### src/hw/rtl/largest_twin_prime_in_range_unit_defines.svh
// Assertion macros shared by the largest twin prime search unit.
`ifndef LARGEST_TWIN_PRIME_IN_RANGE_UNIT_DEFINES_SVH
`define LARGEST_TWIN_PRIME_IN_RANGE_UNIT_DEFINES_SVH

// Same-cycle implication, disabled while reset is high.
`define LTP_ASSERT_NOW(label, clk, rst, ante, cons, msg) \
  label: assert property (@(posedge clk) disable iff (rst) (ante) |-> (cons)) \
    else $error(msg);

// Next-cycle implication, disabled while reset is high.
`define LTP_ASSERT_NEXT(label, clk, rst, ante, cons, msg) \
  label: assert property (@(posedge clk) disable iff (rst) (ante) |=> (cons)) \
    else $error(msg);

`endif

### src/hw/rtl/ltp_pkg.sv
// Package with the payload, command and status types of the twin prime search unit.
`timescale 1ns / 1ps

package ltp_pkg;

  localparam int VALUE_WIDTH = 16;
  // Test values carry two extra bits so that the plus-two neighbor never wraps.
  localparam int NWIDTH      = VALUE_WIDTH + 2;
  localparam int CNT_WIDTH   = $clog2(NWIDTH);

  localparam logic [NWIDTH-1:0]    N_ONE    = NWIDTH'(1);
  localparam logic [NWIDTH-1:0]    N_TWO    = NWIDTH'(2);
  localparam logic [CNT_WIDTH-1:0] CNT_LAST = CNT_WIDTH'(NWIDTH - 1);

  localparam logic [1:0] SEL_SELF  = 2'd0;
  localparam logic [1:0] SEL_MINUS = 2'd1;
  localparam logic [1:0] SEL_PLUS  = 2'd2;

  typedef struct packed {
    logic [VALUE_WIDTH-1:0] range_low;
    logic [VALUE_WIDTH-1:0] range_high;
  } in_t;

  typedef struct packed {
    logic                   found;
    logic [VALUE_WIDTH-1:0] twin_prime;
  } out_t;

  typedef struct packed {
    logic       load_range;
    logic       cand_dec;
    logic       load_n;
    logic [1:0] n_sel;
    logic       div_start;
    logic       div_step;
    logic       d_inc;
    logic       res_load;
    logic       res_found;
  } cmd_t;

  typedef struct packed {
    logic range_empty;
    logic cand_is_lo;
    logic n_lt2;
    logic d_sq_gt_n;
    logic div_done;
    logic rem_zero;
  } sts_t;

endpackage

### src/hw/rtl/ltp_ctrl.sv
// Controller state machine that sequences the candidate scan and trial division.
`timescale 1ns / 1ps

module ltp_ctrl (
  input  logic          clk,
  input  logic          rst,
  input  logic          req_valid,
  output logic          req_stall,
  output logic          rsp_valid,
  input  logic          rsp_stall,
  input  ltp_pkg::sts_t sts,
  output ltp_pkg::cmd_t cmd
);

  localparam logic [3:0] S_IDLE  = 4'd0;
  localparam logic [3:0] S_RANGE = 4'd1;
  localparam logic [3:0] S_LOADN = 4'd2;
  localparam logic [3:0] S_SMALL = 4'd3;
  localparam logic [3:0] S_BOUND = 4'd4;
  localparam logic [3:0] S_DIV   = 4'd5;
  localparam logic [3:0] S_REM   = 4'd6;
  localparam logic [3:0] S_NEXT  = 4'd7;
  localparam logic [3:0] S_HIT   = 4'd8;
  localparam logic [3:0] S_MISS  = 4'd9;

  logic [3:0] state;
  logic [3:0] state_next;
  logic [1:0] sel;
  logic [1:0] sel_next;
  logic       rsp_valid_next;
  logic       v_valid;
  logic       v_prime;
  logic       out_free;

  assign req_stall = (state != S_IDLE);
  assign out_free  = !rsp_valid || !rsp_stall;

  always_comb begin
    state_next     = state;
    sel_next       = sel;
    cmd            = '0;
    v_valid        = 1'b0;
    v_prime        = 1'b0;
    rsp_valid_next = rsp_valid && rsp_stall;
    unique case (state)
      S_IDLE: begin
        if (req_valid) begin
          cmd.load_range = 1'b1;
          state_next     = S_RANGE;
        end
      end
      S_RANGE: begin
        if (sts.range_empty) begin
          state_next = S_MISS;
        end else begin
          sel_next   = ltp_pkg::SEL_SELF;
          state_next = S_LOADN;
        end
      end
      S_LOADN: begin
        cmd.load_n = 1'b1;
        cmd.n_sel  = sel;
        state_next = S_SMALL;
      end
      S_SMALL: begin
        if (sts.n_lt2) begin
          v_valid = 1'b1;
        end else begin
          state_next = S_BOUND;
        end
      end
      S_BOUND: begin
        if (sts.d_sq_gt_n) begin
          v_valid = 1'b1;
          v_prime = 1'b1;
        end else begin
          cmd.div_start = 1'b1;
          state_next    = S_DIV;
        end
      end
      S_DIV: begin
        cmd.div_step = 1'b1;
        if (sts.div_done) begin
          state_next = S_REM;
        end
      end
      S_REM: begin
        if (sts.rem_zero) begin
          v_valid = 1'b1;
        end else begin
          cmd.d_inc  = 1'b1;
          state_next = S_BOUND;
        end
      end
      S_NEXT: begin
        if (sts.cand_is_lo) begin
          state_next = S_MISS;
        end else begin
          cmd.cand_dec = 1'b1;
          sel_next     = ltp_pkg::SEL_SELF;
          state_next   = S_LOADN;
        end
      end
      S_HIT, S_MISS: begin
        if (out_free) begin
          cmd.res_load   = 1'b1;
          cmd.res_found  = (state == S_HIT);
          rsp_valid_next = 1'b1;
          state_next     = S_IDLE;
        end
      end
      default: begin
        state_next = S_IDLE;
      end
    endcase

    if (v_valid) begin
      unique case (sel)
        ltp_pkg::SEL_SELF: begin
          if (v_prime) begin
            sel_next   = ltp_pkg::SEL_MINUS;
            state_next = S_LOADN;
          end else begin
            state_next = S_NEXT;
          end
        end
        ltp_pkg::SEL_MINUS: begin
          if (v_prime) begin
            state_next = S_HIT;
          end else begin
            sel_next   = ltp_pkg::SEL_PLUS;
            state_next = S_LOADN;
          end
        end
        ltp_pkg::SEL_PLUS: begin
          state_next = v_prime ? S_HIT : S_NEXT;
        end
        default: begin
          state_next = S_NEXT;
        end
      endcase
    end
  end

  always_ff @(posedge clk) begin
    if (rst) begin
      state     <= S_IDLE;
      sel       <= ltp_pkg::SEL_SELF;
      rsp_valid <= 1'b0;
    end else begin
      state     <= state_next;
      sel       <= sel_next;
      rsp_valid <= rsp_valid_next;
    end
  end

endmodule

### src/hw/rtl/ltp_dp.sv
// Datapath with the candidate, trial divisor, restoring remainder unit and result register.
`timescale 1ns / 1ps

module ltp_dp (
  input  logic          clk,
  input  ltp_pkg::in_t  req_data,
  input  ltp_pkg::cmd_t cmd,
  output ltp_pkg::sts_t sts,
  output ltp_pkg::out_t rsp_data
);

  localparam int NW = ltp_pkg::NWIDTH;
  localparam int VW = ltp_pkg::VALUE_WIDTH;

  logic [VW-1:0]                  lo;
  logic [VW-1:0]                  cand;
  logic [NW-1:0]                  n;
  logic [NW-1:0]                  d;
  logic [NW-1:0]                  rem;
  logic [NW-1:0]                  qsh;
  logic [ltp_pkg::CNT_WIDTH-1:0]  cnt;
  logic [NW-1:0]                  cand_ext;
  logic [NW-1:0]                  n_sel_val;
  logic [2*NW-1:0]                d_sq;
  logic [NW:0]                    trial;
  logic [NW:0]                    diff;
  logic                           trial_ge;

  assign cand_ext = {2'b00, cand};

  always_comb begin
    unique case (cmd.n_sel)
      ltp_pkg::SEL_MINUS: n_sel_val = cand_ext - ltp_pkg::N_TWO;
      ltp_pkg::SEL_PLUS:  n_sel_val = cand_ext + ltp_pkg::N_TWO;
      default:            n_sel_val = cand_ext;
    endcase
  end

  assign d_sq     = d * d;
  assign trial    = {rem, qsh[NW-1]};
  assign diff     = trial - {1'b0, d};
  assign trial_ge = (trial >= {1'b0, d});

  assign sts.range_empty = (lo > cand);
  assign sts.cand_is_lo  = (cand == lo);
  assign sts.n_lt2       = (n < ltp_pkg::N_TWO);
  assign sts.d_sq_gt_n   = (d_sq > {{NW{1'b0}}, n});
  assign sts.div_done    = (cnt == ltp_pkg::CNT_LAST);
  assign sts.rem_zero    = (rem == '0);

  always_ff @(posedge clk) begin
    if (cmd.load_range) begin
      lo   <= req_data.range_low;
      cand <= req_data.range_high;
    end else if (cmd.cand_dec) begin
      cand <= cand - VW'(1);
    end

    if (cmd.load_n) begin
      n <= n_sel_val;
      d <= ltp_pkg::N_TWO;
    end else if (cmd.d_inc) begin
      d <= d + ltp_pkg::N_ONE;
    end

    if (cmd.div_start) begin
      rem <= '0;
      qsh <= n;
      cnt <= '0;
    end else if (cmd.div_step) begin
      rem <= trial_ge ? diff[NW-1:0] : trial[NW-1:0];
      qsh <= {qsh[NW-2:0], 1'b0};
      cnt <= cnt + ltp_pkg::CNT_WIDTH'(1);
    end

    if (cmd.res_load) begin
      rsp_data.found      <= cmd.res_found;
      rsp_data.twin_prime <= cmd.res_found ? cand : '0;
    end
  end

endmodule

### src/hw/rtl/largest_twin_prime_in_range_unit.sv
// Top level of the largest twin prime search unit: controller, datapath and checks.
//
// The unit takes one transaction holding a low and a high bound and returns one
// transaction holding found and the largest twin prime in the inclusive range,
// scanning downward from the high bound. It works on one range at a time and
// stalls its request side until the result is loaded. Each candidate is checked
// by trial division with divisors from 2 while the divisor squared does not
// exceed the tested value; every divisor tried takes a bound check, 18 remainder
// steps of the bit-serial restoring remainder unit and a remainder check. A
// tested value below two is rejected after the load and small-value check; any
// other goes through the same setup, the divisors tried, and one more bound
// check when it turns out to be prime. A candidate tests itself and, when prime,
// its minus-two neighbor and, when that one is not prime, its plus-two neighbor.
// Each candidate that is not reported passes through a step-down state. After
// the accepting edge, a range check, the scan, and a state that loads the result
// once the response side is free come before the result is valid; an empty
// range skips the scan, and the time depends on the data. A new range may be
// accepted while the previous result still waits on the response side.
`timescale 1ns / 1ps
`include "largest_twin_prime_in_range_unit_defines.svh"

module largest_twin_prime_in_range_unit (
  input  logic          clk,
  input  logic          rst,
  input  logic          req_valid,
  output logic          req_stall,
  input  ltp_pkg::in_t  req_data,
  output logic          rsp_valid,
  input  logic          rsp_stall,
  output ltp_pkg::out_t rsp_data
);

  ltp_pkg::cmd_t cmd;
  ltp_pkg::sts_t sts;

  ltp_ctrl u_ctrl (
    .clk       (clk),
    .rst       (rst),
    .req_valid (req_valid),
    .req_stall (req_stall),
    .rsp_valid (rsp_valid),
    .rsp_stall (rsp_stall),
    .sts       (sts),
    .cmd       (cmd)
  );

  ltp_dp u_dp (
    .clk      (clk),
    .req_data (req_data),
    .cmd      (cmd),
    .sts      (sts),
    .rsp_data (rsp_data)
  );

  `LTP_ASSERT_NOW(a_no_overwrite, clk, rst, cmd.res_load, !(rsp_valid && rsp_stall), "result loaded over a waiting transaction")
  `LTP_ASSERT_NEXT(a_busy_after_accept, clk, rst, req_valid && !req_stall, req_stall, "request side not stalled after an accepted transaction")
  `LTP_ASSERT_NOW(a_miss_is_zero, clk, rst, rsp_valid && !rsp_data.found, rsp_data.twin_prime == '0, "value nonzero when no twin prime was found")
  `LTP_ASSERT_NOW(a_no_dec_past_low, clk, rst, cmd.cand_dec, !sts.cand_is_lo, "candidate decremented below the low bound")

endmodule

### config.mk
export PLATFORM = sky130hd
export DESIGN_NAME = largest_twin_prime_in_range_unit
export DESIGN_NICKNAME = d
export VERILOG_FILES = /design/src/hw/rtl/ltp_pkg.sv /design/src/hw/rtl/ltp_ctrl.sv /design/src/hw/rtl/ltp_dp.sv /design/src/hw/rtl/largest_twin_prime_in_range_unit.sv
export VERILOG_INCLUDE_DIRS = /design/src /design/src/hw/rtl
export SDC_FILE = /design/constraint.sdc
export NUM_CORES = 1
export LEC_CHECK = 0
export BUFFER_PORTS_ARGS = -buffer_cell sky130_fd_sc_hd__buf_2
export CORE_MARGIN = 4
export CORE_UTILIZATION = 57
export DETAILED_ROUTE_END_ITERATION = 7
export PLACE_DENSITY_LB_ADDON = 0.05
export SYNTH_ARGS = -nofsm -noshare
export SYNTH_HDL_FRONTEND = slang
export SYNTH_SLANG_ARGS = --single-unit
### constraint.sdc
create_clock -name clk -period 8.97 [get_ports clk]
set_input_delay 1.794 -clock clk [delete_from_list [all_inputs] [get_ports clk]]
set_output_delay 1.794 -clock clk [all_outputs]
set_load 0.05 [all_outputs]
==> impl_metrics.prom, run 1 <==
# TYPE chip_impl_metric gauge
chip_impl_metric{name="initial_antenna_violation_count",unit=""} 0
chip_impl_metric{name="synth_edf_count",unit=""} 85
chip_impl_info{name="kind_of_cell_adding_the_most_delay_to_the_critical_path",value="adder cells"} 1
chip_impl_metric{name="total_power",unit="mW"} 4.67
chip_impl_metric{name="max-clock-path-buffers",unit=""} 2
chip_impl_metric{name="critical_path.n_buffers_inverters",unit=""} 9
chip_impl_info{name="critPathCaptureType",value="register"} 1
chip_impl_info{name="worstReg2RegEnd",value="u_dp.qsh[12]$_DFFE_PP_"} 1
chip_impl_metric{name="synth.distinct_cells",unit=""} 73
chip_impl_info{name="ys_top_cells_by_count",value="391 x inv_1, 224 x fa_1, 180 x nor2_1, 173 x ha_1, 172 x nand2_1"} 1
chip_impl_metric{name="nNetsFinal",unit=""} 2413
chip_impl_metric{name="yosys_warnings",unit=""} 0
chip_impl_metric{name="grt.total_usage",unit=""} 0.277
chip_impl_info{name="critical_path.reg2reg.startpoint",value="u_dp.d[8]$_SDFFE_PP0P_"} 1
chip_impl_metric{name="synth.cell_area",unit="µm²"} 17300
chip_impl_metric{name="static_leakage",unit="nW"} 9.22
chip_impl_metric{name="vias_per_cell",unit=""} 5.72
chip_impl_info{name="crit_top_cell",value="inv_1"} 1
chip_impl_metric{name="globalRouteOverflowTotal",unit=""} 0
chip_impl_metric{name="coreArea",unit="µm²"} 29800
chip_impl_metric{name="worst_path_largest_cell_delay",unit="ps"} 660
chip_impl_metric{name="power_switching",unit="mW"} 2.27
chip_impl_metric{name="post-place-cells",unit=""} 2349
chip_impl_metric{name="totalNegativeSetupSlack",unit="ps"} 0
chip_impl_metric{name="floorplan.rows",unit=""} 63
chip_impl_metric{name="fmaxAchievable",unit="MHz"} 120
chip_impl_info{name="worstSetupStartpointType",value="register"} 1
chip_impl_metric{name="postCtsHoldBufs",unit=""} 0
chip_impl_info{name="holdCritPathClass",value="reg2reg"} 1
chip_impl_metric{name="fraction_of_layout_cells_with_a_size_suffix_above_1",unit=""} 0.0753
chip_impl_metric{name="timing.slew.headroom",unit=""} 0.241
chip_impl_metric{name="vias",unit=""} 13600
chip_impl_info{name="synth.top_cells.by_area",value="fa_1 26%, edfxtp_1 15%, ha_1 12%"} 1
chip_impl_metric{name="boundaryPins",unit=""} 55
chip_impl_metric{name="p_sw_frac",unit=""} 0.486
chip_impl_info{name="hold_start",value="u_dp.rem[0]$_SDFFE_PP0P_"} 1
chip_impl_metric{name="antenna_left",unit=""} 0
chip_impl_info{name="synth.most_common_cell",value="inv_1"} 1
chip_impl_metric{name="synth_sequential_area_ratio",unit=""} 0.203
chip_impl_metric{name="grt_pass1_vias",unit=""} 13800
chip_impl_metric{name="multi_input_comb_area",unit="µm²"} 12100
chip_impl_metric{name="syn_inst",unit=""} 1936
chip_impl_metric{name="finalWeightedCongestion",unit=""} 0.956
chip_impl_metric{name="footprint_of_the_flip_flops_and_latches",unit="µm²"} 3510
chip_impl_metric{name="setup_violations",unit=""} 0
chip_impl_metric{name="worst-r2r-setup-slack",unit="ps"} 640
chip_impl_metric{name="drv_slew",unit=""} 0
chip_impl_info{name="yosysTopAreaCell",value="fa_1"} 1
chip_impl_metric{name="cp_num_cells",unit=""} 36
chip_impl_metric{name="comb_power_share",unit=""} 0.615
chip_impl_metric{name="n_fill_cell",unit=""} 2590
chip_impl_metric{name="time_the_worst_path_needs_with_i_o_delays_and_setup",unit="ps"} 8330
chip_impl_metric{name="layout-area-overhead-vs-synth",unit="%"} 7.92
chip_impl_metric{name="ir_worst_vdd",unit="mV"} 0.195
chip_impl_metric{name="reg2regPathDepth",unit=""} 36
chip_impl_metric{name="skew",unit="ps"} 18.0
chip_impl_metric{name="portion_of_total_power_attributed_to_the_clock_network",unit=""} 0.153
chip_impl_metric{name="grt_pass1_wl",unit="µm"} 73000
chip_impl_metric{name="min_path_cells",unit=""} 2
chip_impl_metric{name="die_height",unit="µm"} 182
chip_impl_metric{name="yosys_register_bits",unit=""} 133
chip_impl_metric{name="synth_top_cell_area_share",unit=""} 0.259
chip_impl_metric{name="die_area",unit="µm²"} 33300
chip_impl_metric{name="initial_core_util",unit=""} 0.582
chip_impl_metric{name="hold_viol_final",unit=""} 0
chip_impl_metric{name="detailed_place_hpwl",unit="µm"} 36000
chip_impl_metric{name="totalWireLength",unit="µm"} 45000
chip_impl_info{name="rsz_0062_raised_after_global_routing",value="false"} 1
chip_impl_metric{name="maxCapViolCount",unit=""} 0
chip_impl_info{name="critPathKind",value="reg2reg"} 1
chip_impl_metric{name="cp.arrival",unit="ps"} 8490
chip_impl_metric{name="final_cells",unit=""} 2383
chip_impl_metric{name="internal_power",unit="mW"} 2.40
chip_impl_metric{name="power_density",unit="nW/µm²"} 249
chip_impl_metric{name="clk-insertion-delay-late",unit="ps"} 430
chip_impl_metric{name="synthArstFlopShare",unit=""} 0
chip_impl_metric{name="die_w",unit="µm"} 182
chip_impl_metric{name="synthesis.area_per_instance",unit="µm²"} 8.96
chip_impl_metric{name="dpl_worst_slack",unit="ps"} 637
chip_impl_metric{name="finalCritPeriodShare",unit=""} 0.928
chip_impl_metric{name="first_pass_iters",unit=""} 7
chip_impl_metric{name="finalCoreUtilization",unit=""} 0.628
chip_impl_info{name="hold_worst_path_end",value="u_dp.rem[0]$_SDFFE_PP0P_"} 1
chip_impl_metric{name="power_frac_seq",unit=""} 0.231
chip_impl_metric{name="largest_net_degree_at_the_start_of_global_routing",unit=""} 38
chip_impl_info{name="cts_tree",value="done"} 1
chip_impl_info{name="status",value="complete, no violations"} 1
chip_impl_metric{name="cts.sink_count",unit=""} 133
chip_impl_info{name="synth_flop_cell",value="edfxtp_1"} 1
chip_impl_info{name="critPathSlowestCell",value="dfxtp_1"} 1
chip_impl_metric{name="syn-num-nets",unit=""} 2369
chip_impl_metric{name="worstMarginPinSlew",unit="ps"} 1140
chip_impl_info{name="cts_root_buffer",value="clkbuf_16"} 1
chip_impl_metric{name="layout_setup_ws",unit="ps"} 645
chip_impl_metric{name="worst_setup_hold_path_clk_slew",unit="ps"} 70
chip_impl_metric{name="worst_ep_required_time",unit="ps"} 9140
chip_impl_metric{name="cts_buffers",unit=""} 17
chip_impl_metric{name="wl_per_cell",unit="µm"} 18.9
chip_impl_metric{name="placement.io_buffers",unit=""} 54
chip_impl_metric{name="detailedRoute.firstIterationViolations",unit=""} 1270
chip_impl_metric{name="worstPathMaxFanout",unit=""} 24
chip_impl_metric{name="antennaDiodeCount",unit=""} 0
chip_impl_metric{name="htreeDepth",unit=""} 4
chip_impl_metric{name="drc",unit=""} 0
## worst max-delay path by stage
stage | start | to
final | u_dp.d[8]$_SDFFE_PP0P_ | u_dp.qsh[12]$_DFFE_PP_
after global placement | u_dp.d[8]$_SDFFE_PP0P_ | u_dp.qsh[17]$_DFFE_PP_
after floorplan | u_dp.d[2]$_SDFFE_PP0P_ | u_dp.qsh[0]$_SDFFCE_PN0P_
after global routing | u_dp.d[8]$_SDFFE_PP0P_ | u_dp.qsh[12]$_DFFE_PP_
after detailed placement | u_dp.d[8]$_SDFFE_PP0P_ | u_dp.qsh[17]$_DFFE_PP_
after CTS | u_dp.d[8]$_SDFFE_PP0P_ | u_dp.qsh[12]$_DFFE_PP_
## flip-flops by register name, summed over array words and instances (netlist names)
signal and count:
u_dp.d 18, u_dp.n 18, u_dp.qsh 18, u_dp.rem 18
u_dp.rsp_data 17, u_dp.cand 16, u_dp.lo 16, u_dp.cnt 5
u_ctrl.state 4, u_ctrl.sel 2, u_ctrl.rsp_valid 1
## logic make-up after synthesis
family,count (synthesis),share of synthesized area
adder cells (fa/ha/maj),397,0.383
buffers and inverters,467,0.102
multiplexers,42,0.0256
XOR/XNOR,76,0.0384
flip-flops,133,0.203
AO/OA/AOI/OAI,286,0.108
AND/OR/NAND/NOR,535,0.140
## worst reg2reg max path: cells and delay by family, from the launching register on
kind,cells,cell delay (ps)
AOI/OAI and AO/OA,7,1400
xor gates and xnor gates,1,110
adders and majority gates,7,2950
buffers and inverters,9,900
DFF,1,660
muxes,1,360
and+or+nand+nor,11,1700
## power groups by stage
stage | registers (mW) | clock network (mW) | logic [mW]
after floorplan | 1.04 | 0 | 2.13
after global placement | 1.08 | 0 | 2.81
after detailed placement | 1.09 | 0 | 2.84
after CTS | 1.07 | 0.726 | 2.86
after global routing | 1.10 | 0.753 | 3.22
final | 1.08 | 0.716 | 2.87
## repair_timing
action / 4_1_cts / 5_1_grt
gates resized for setup: 0 / 1
setup endpoints to repair: 0 / 26
buffers inserted: 0 / 2
## final cells by class
type,instances,share of cell area
inverters,402,0.0808
well taps,390,0.0261
multi-input cells,1336,0.644
clock buffers,17,0.0227
clock inverters,15,0.00856
repair buffers,90,0.0296
flip-flops and latches,133,0.188
## routing by layer
layer / GRT usage / part of all wire / routed length, µm / up-vias
li1: - / - / - / 6415
met1: 0.388 / 0.44 / 19800 / 6702
met3: 0.0490 / 0.064 / 2880 / 71
met2: 0.447 / 0.47 / 21000 / 453
met4: 0.0775 / 0.028 / 1260 / 0
met5: 0 / 0 / 0 / -
## metrics by stage
stage	area [µm²]	hold slack (ps)
2_1_floorplan	17300	461
3_3_place_gp	18100	483
3_5_place_dp	18100	488
4_1_cts	18700	497
5_1_grt	18700	531
6_report	18700	495
## placed cells by master (no fill, tap or decap), types with 12 or more instances in the layout
master,netlist,routed
nor2_1,180,180
dfxtp_1,48,48
a21o_1,22,22
nor4_1,13,13
o21ai_0,46,45
o22ai_1,24,24
buf_4,1,35
a211oi_1,13,13
nand2_1,172,172
clkbuf_16,0,17
and2_1,18,18
a21oi_1,81,80
o21a_1,14,14
xnor2_1,61,61
edfxtp_1,85,85
o31ai_1,16,15
nand4_1,25,25
or3_1,14,14
nor3_1,35,35
inv_1,391,390
mux2i_1,23,23
xor2_1,15,15
fa_1,224,224
buf_2,2,54
ha_1,173,173
mux2_1,12,12
nand3_1,28,28
Power figures use the tool's default switching activity.
==> run 2, diff against run 1 <==
ABC_AREA = 1   (was default)
ABC_CLOCK_PERIOD_IN_PS = 8970   (was default)
==> impl_metrics.prom, run 2 <==
# TYPE chip_impl_metric gauge
chip_impl_info{name="synth.most_common_cell",value="inv_1"} 1
chip_impl_metric{name="synth_top_cell_area_share",unit=""} 0.243
chip_impl_info{name="worstSetupStartpointType",value="register"} 1
chip_impl_metric{name="totalNegativeSetupSlack",unit="ps"} 0
chip_impl_metric{name="cts.sink_count",unit=""} 133
chip_impl_metric{name="die_height",unit="µm"} 188
chip_impl_metric{name="finalHoldWorstSlack",unit="ps"} 482
chip_impl_metric{name="time_the_worst_path_needs_with_i_o_delays_and_setup",unit="ps"} 7830
chip_impl_metric{name="fraction_of_layout_cells_with_a_size_suffix_above_1",unit=""} 0.0573
chip_impl_metric{name="cts.repair.resized",unit=""} 0
chip_impl_info{name="critPathKind",value="reg2reg"} 1
chip_impl_metric{name="nNetsFinal",unit=""} 2897
chip_impl_metric{name="post_cts_buffers",unit=""} 0
chip_impl_metric{name="maxCapViolCount",unit=""} 0
chip_impl_metric{name="setup_violations",unit=""} 0
chip_impl_metric{name="timing.slew.headroom",unit=""} 0.267
chip_impl_metric{name="worst_path_largest_cell_delay",unit="ps"} 980
chip_impl_metric{name="synthesis.area_per_instance",unit="µm²"} 7.56
chip_impl_metric{name="power_density",unit="nW/µm²"} 202
chip_impl_metric{name="grt_pass1_wl",unit="µm"} 79100
chip_impl_info{name="rsz_0062_raised_after_global_routing",value="false"} 1
chip_impl_metric{name="globalRouteOverflowTotal",unit=""} 0
chip_impl_info{name="mostFrequentLayoutCells",value="661 x inv_1, 541 x nand2_1, 224 x fa_1, 173 x ha_1, 168 x nor2_1"} 1
chip_impl_metric{name="finalCritPeriodShare",unit=""} 0.873
chip_impl_metric{name="worstPathMaxFanout",unit=""} 45
chip_impl_metric{name="synth.cell_area",unit="µm²"} 18400
chip_impl_metric{name="first_pass_iters",unit=""} 7
chip_impl_metric{name="wl_per_cell",unit="µm"} 16.5
chip_impl_info{name="cts_root_buffer",value="clkbuf_16"} 1
chip_impl_metric{name="drc",unit=""} 0
chip_impl_metric{name="yosys_register_bits",unit=""} 133
chip_impl_metric{name="hold_viol_final",unit=""} 0
chip_impl_metric{name="detailed_place_hpwl",unit="µm"} 39700
chip_impl_metric{name="synth.distinct_cells",unit=""} 54
chip_impl_metric{name="total_power",unit="mW"} 3.97
chip_impl_metric{name="clk-insertion-delay-late",unit="ps"} 440
chip_impl_metric{name="skew",unit="ps"} 13.5
chip_impl_metric{name="drv_slew",unit=""} 0
chip_impl_info{name="cts_tree",value="done"} 1
chip_impl_metric{name="boundaryPins",unit=""} 55
chip_impl_metric{name="worstMarginPinSlew",unit="ps"} 1100
chip_impl_info{name="mostFrequentLayoutCell",value="inv_1"} 1
chip_impl_info{name="holdCritPathClass",value="reg2reg"} 1
chip_impl_metric{name="vias",unit=""} 15200
chip_impl_metric{name="floorplan.rows",unit=""} 65
chip_impl_metric{name="yosys_warnings",unit=""} 0
chip_impl_info{name="crit_top_cell",value="inv_1"} 1
chip_impl_metric{name="largest_net_degree_at_the_start_of_global_routing",unit=""} 46
chip_impl_metric{name="grt_pass1_vias",unit=""} 15200
chip_impl_info{name="synth_flop_cell",value="edfxtp_1"} 1
chip_impl_metric{name="placement.io_buffers",unit=""} 54
chip_impl_metric{name="totalWireLength",unit="µm"} 47500
chip_impl_metric{name="antennaDiodeCount",unit=""} 0
chip_impl_info{name="ys_top_cells_by_count",value="661 x inv_1, 541 x nand2_1, 224 x fa_1, 173 x ha_1, 168 x nor2_1"} 1
chip_impl_metric{name="static_leakage",unit="nW"} 11.1
chip_impl_metric{name="syn_inst",unit=""} 2436
chip_impl_metric{name="coreArea",unit="µm²"} 31700
chip_impl_metric{name="synthArstFlopShare",unit=""} 0
chip_impl_metric{name="syn-num-nets",unit=""} 2869
chip_impl_metric{name="htreeDepth",unit=""} 4
chip_impl_info{name="yosysTopAreaCell",value="fa_1"} 1
chip_impl_info{name="critPathCaptureType",value="register"} 1
chip_impl_metric{name="grt.total_usage",unit=""} 0.279
chip_impl_metric{name="die_area",unit="µm²"} 35300
chip_impl_metric{name="initial_antenna_violation_count",unit=""} 0
chip_impl_metric{name="cp.arrival",unit="ps"} 8160
chip_impl_metric{name="antenna_left",unit=""} 0
chip_impl_metric{name="finalWeightedCongestion",unit=""} 0.969
chip_impl_metric{name="vias_per_cell",unit=""} 5.29
chip_impl_metric{name="critical_path.n_buffers_inverters",unit=""} 8
chip_impl_info{name="synth.top_cells.by_area",value="fa_1 24%, edfxtp_1 14%, inv_1 13%"} 1
chip_impl_metric{name="max-clock-path-buffers",unit=""} 2
chip_impl_info{name="critPathSlowestCell",value="dfxtp_1"} 1
chip_impl_info{name="kind_of_cell_adding_the_most_delay_to_the_critical_path",value="adder cells"} 1
chip_impl_metric{name="detailedRoute.firstIterationViolations",unit=""} 1252
chip_impl_metric{name="postCtsHoldBufs",unit=""} 0
chip_impl_metric{name="die_w",unit="µm"} 188
chip_impl_info{name="status",value="complete, no violations"} 1
chip_impl_metric{name="worst_setup_hold_path_clk_slew",unit="ps"} 70
chip_impl_metric{name="synth_sequential_area_ratio",unit=""} 0.191
chip_impl_metric{name="ir_worst_vdd",unit="mV"} 0.156
chip_impl_metric{name="initial_core_util",unit=""} 0.581
chip_impl_metric{name="fmaxAchievable",unit="MHz"} 128
chip_impl_metric{name="cts_buffers",unit=""} 17
chip_impl_metric{name="worst_ep_required_time",unit="ps"} 9300
chip_impl_metric{name="layout-area-overhead-vs-synth",unit="%"} 6.75
chip_impl_metric{name="synth_edf_count",unit=""} 85
[run 2: changes by cell type after synthesis, sizes merged, moves of 17 or more]
cell,delta
a21o,-21
inv,+272
mux2,-19
mux2i,-23
nand2,+378
nand3,+51
o21ai,+41
o22ai,-22
xnor2,-47
xor2,+17
[run 2: layer usage]
layer | track usage | vias up | routed length [µm]
li1 | - | 7454 | -
met1 | 0.410 | 7225 | 21900
met2 | 0.442 | 480 | 21500
met3 | 0.0423 | 61 | 3100
met4 | 0.0618 | 0 | 924
met5 | 0 | - | 0
[run 2: area by class of cell]
type                       count  area (µm²)
clock buffer                  17         425
tap                          402         503
inverter                     671        2520
multi-input combinational   1575       12200
fill                        2924       12100
sequential                   133        3510
clock inverter                15         175
timing repair buffer          66         360
[run 2: cell families (layout without fill, tap and decap cells)]
kind of cell / Yosys count / in the layout / share of synthesized area
simple gates: 887 / 887 / 0.202
flops: 133 / 133 / 0.191
compound gates: 245 / 245 / 0.0749
xor+xnor: 46 / 46 / 0.0219
fa+ha+maj: 397 / 397 / 0.361
buf+inv: 728 / 769 / 0.149
[run 2: worst paths after layout]
path | cells after the start | slack, ps | from | end
hold / removal | 2 | 480 | u_ctrl.sel[1]$_SDFF_PP0_ | u_ctrl.sel[1]$_SDFF_PP0_
hold reg to reg | 2 | 480 | u_ctrl.sel[1]$_SDFF_PP0_ | u_ctrl.sel[1]$_SDFF_PP0_
setup reg to reg | 30 | 1140 | u_dp.d[6]$_SDFFE_PP0P_ | u_dp.rem[13]$_SDFFE_PP0P_
setup / recovery | 30 | 1140 | u_dp.d[6]$_SDFFE_PP0P_ | u_dp.rem[13]$_SDFFE_PP0P_
[run 2: where the power goes]
group | total, mW | switching (mW) | internal, mW
clock | 0.721 | 0.344 | 0.377
sequential | 1.09 | 0.219 | 0.872
combinational | 2.16 | 1.42 | 0.737
total | 3.97 | 1.99 | 1.99
[run 2: worst reg2reg max path: cells and delay by family, from the launching register on]
family	cells	cell delay, ps
AOI/OAI and AO/OA	2	270
xor gates and xnor gates	1	260
adders and majority gates	8	3820
buffers and inverters	8	690
and+or+nand+nor	11	1680
DFF	1	980
[run 2: through the flow]
stage,area [µm²],setup slack [ps],instances,util
finish,19700,1140,2879,0.620
global route,19700,594,2879,0.620
CTS,19700,1230,2879,0.620
detailed placement,19100,1260,2847,0.601
global placement,19100,1270,2847,0.601
floorplan,18400,2110,2436,-
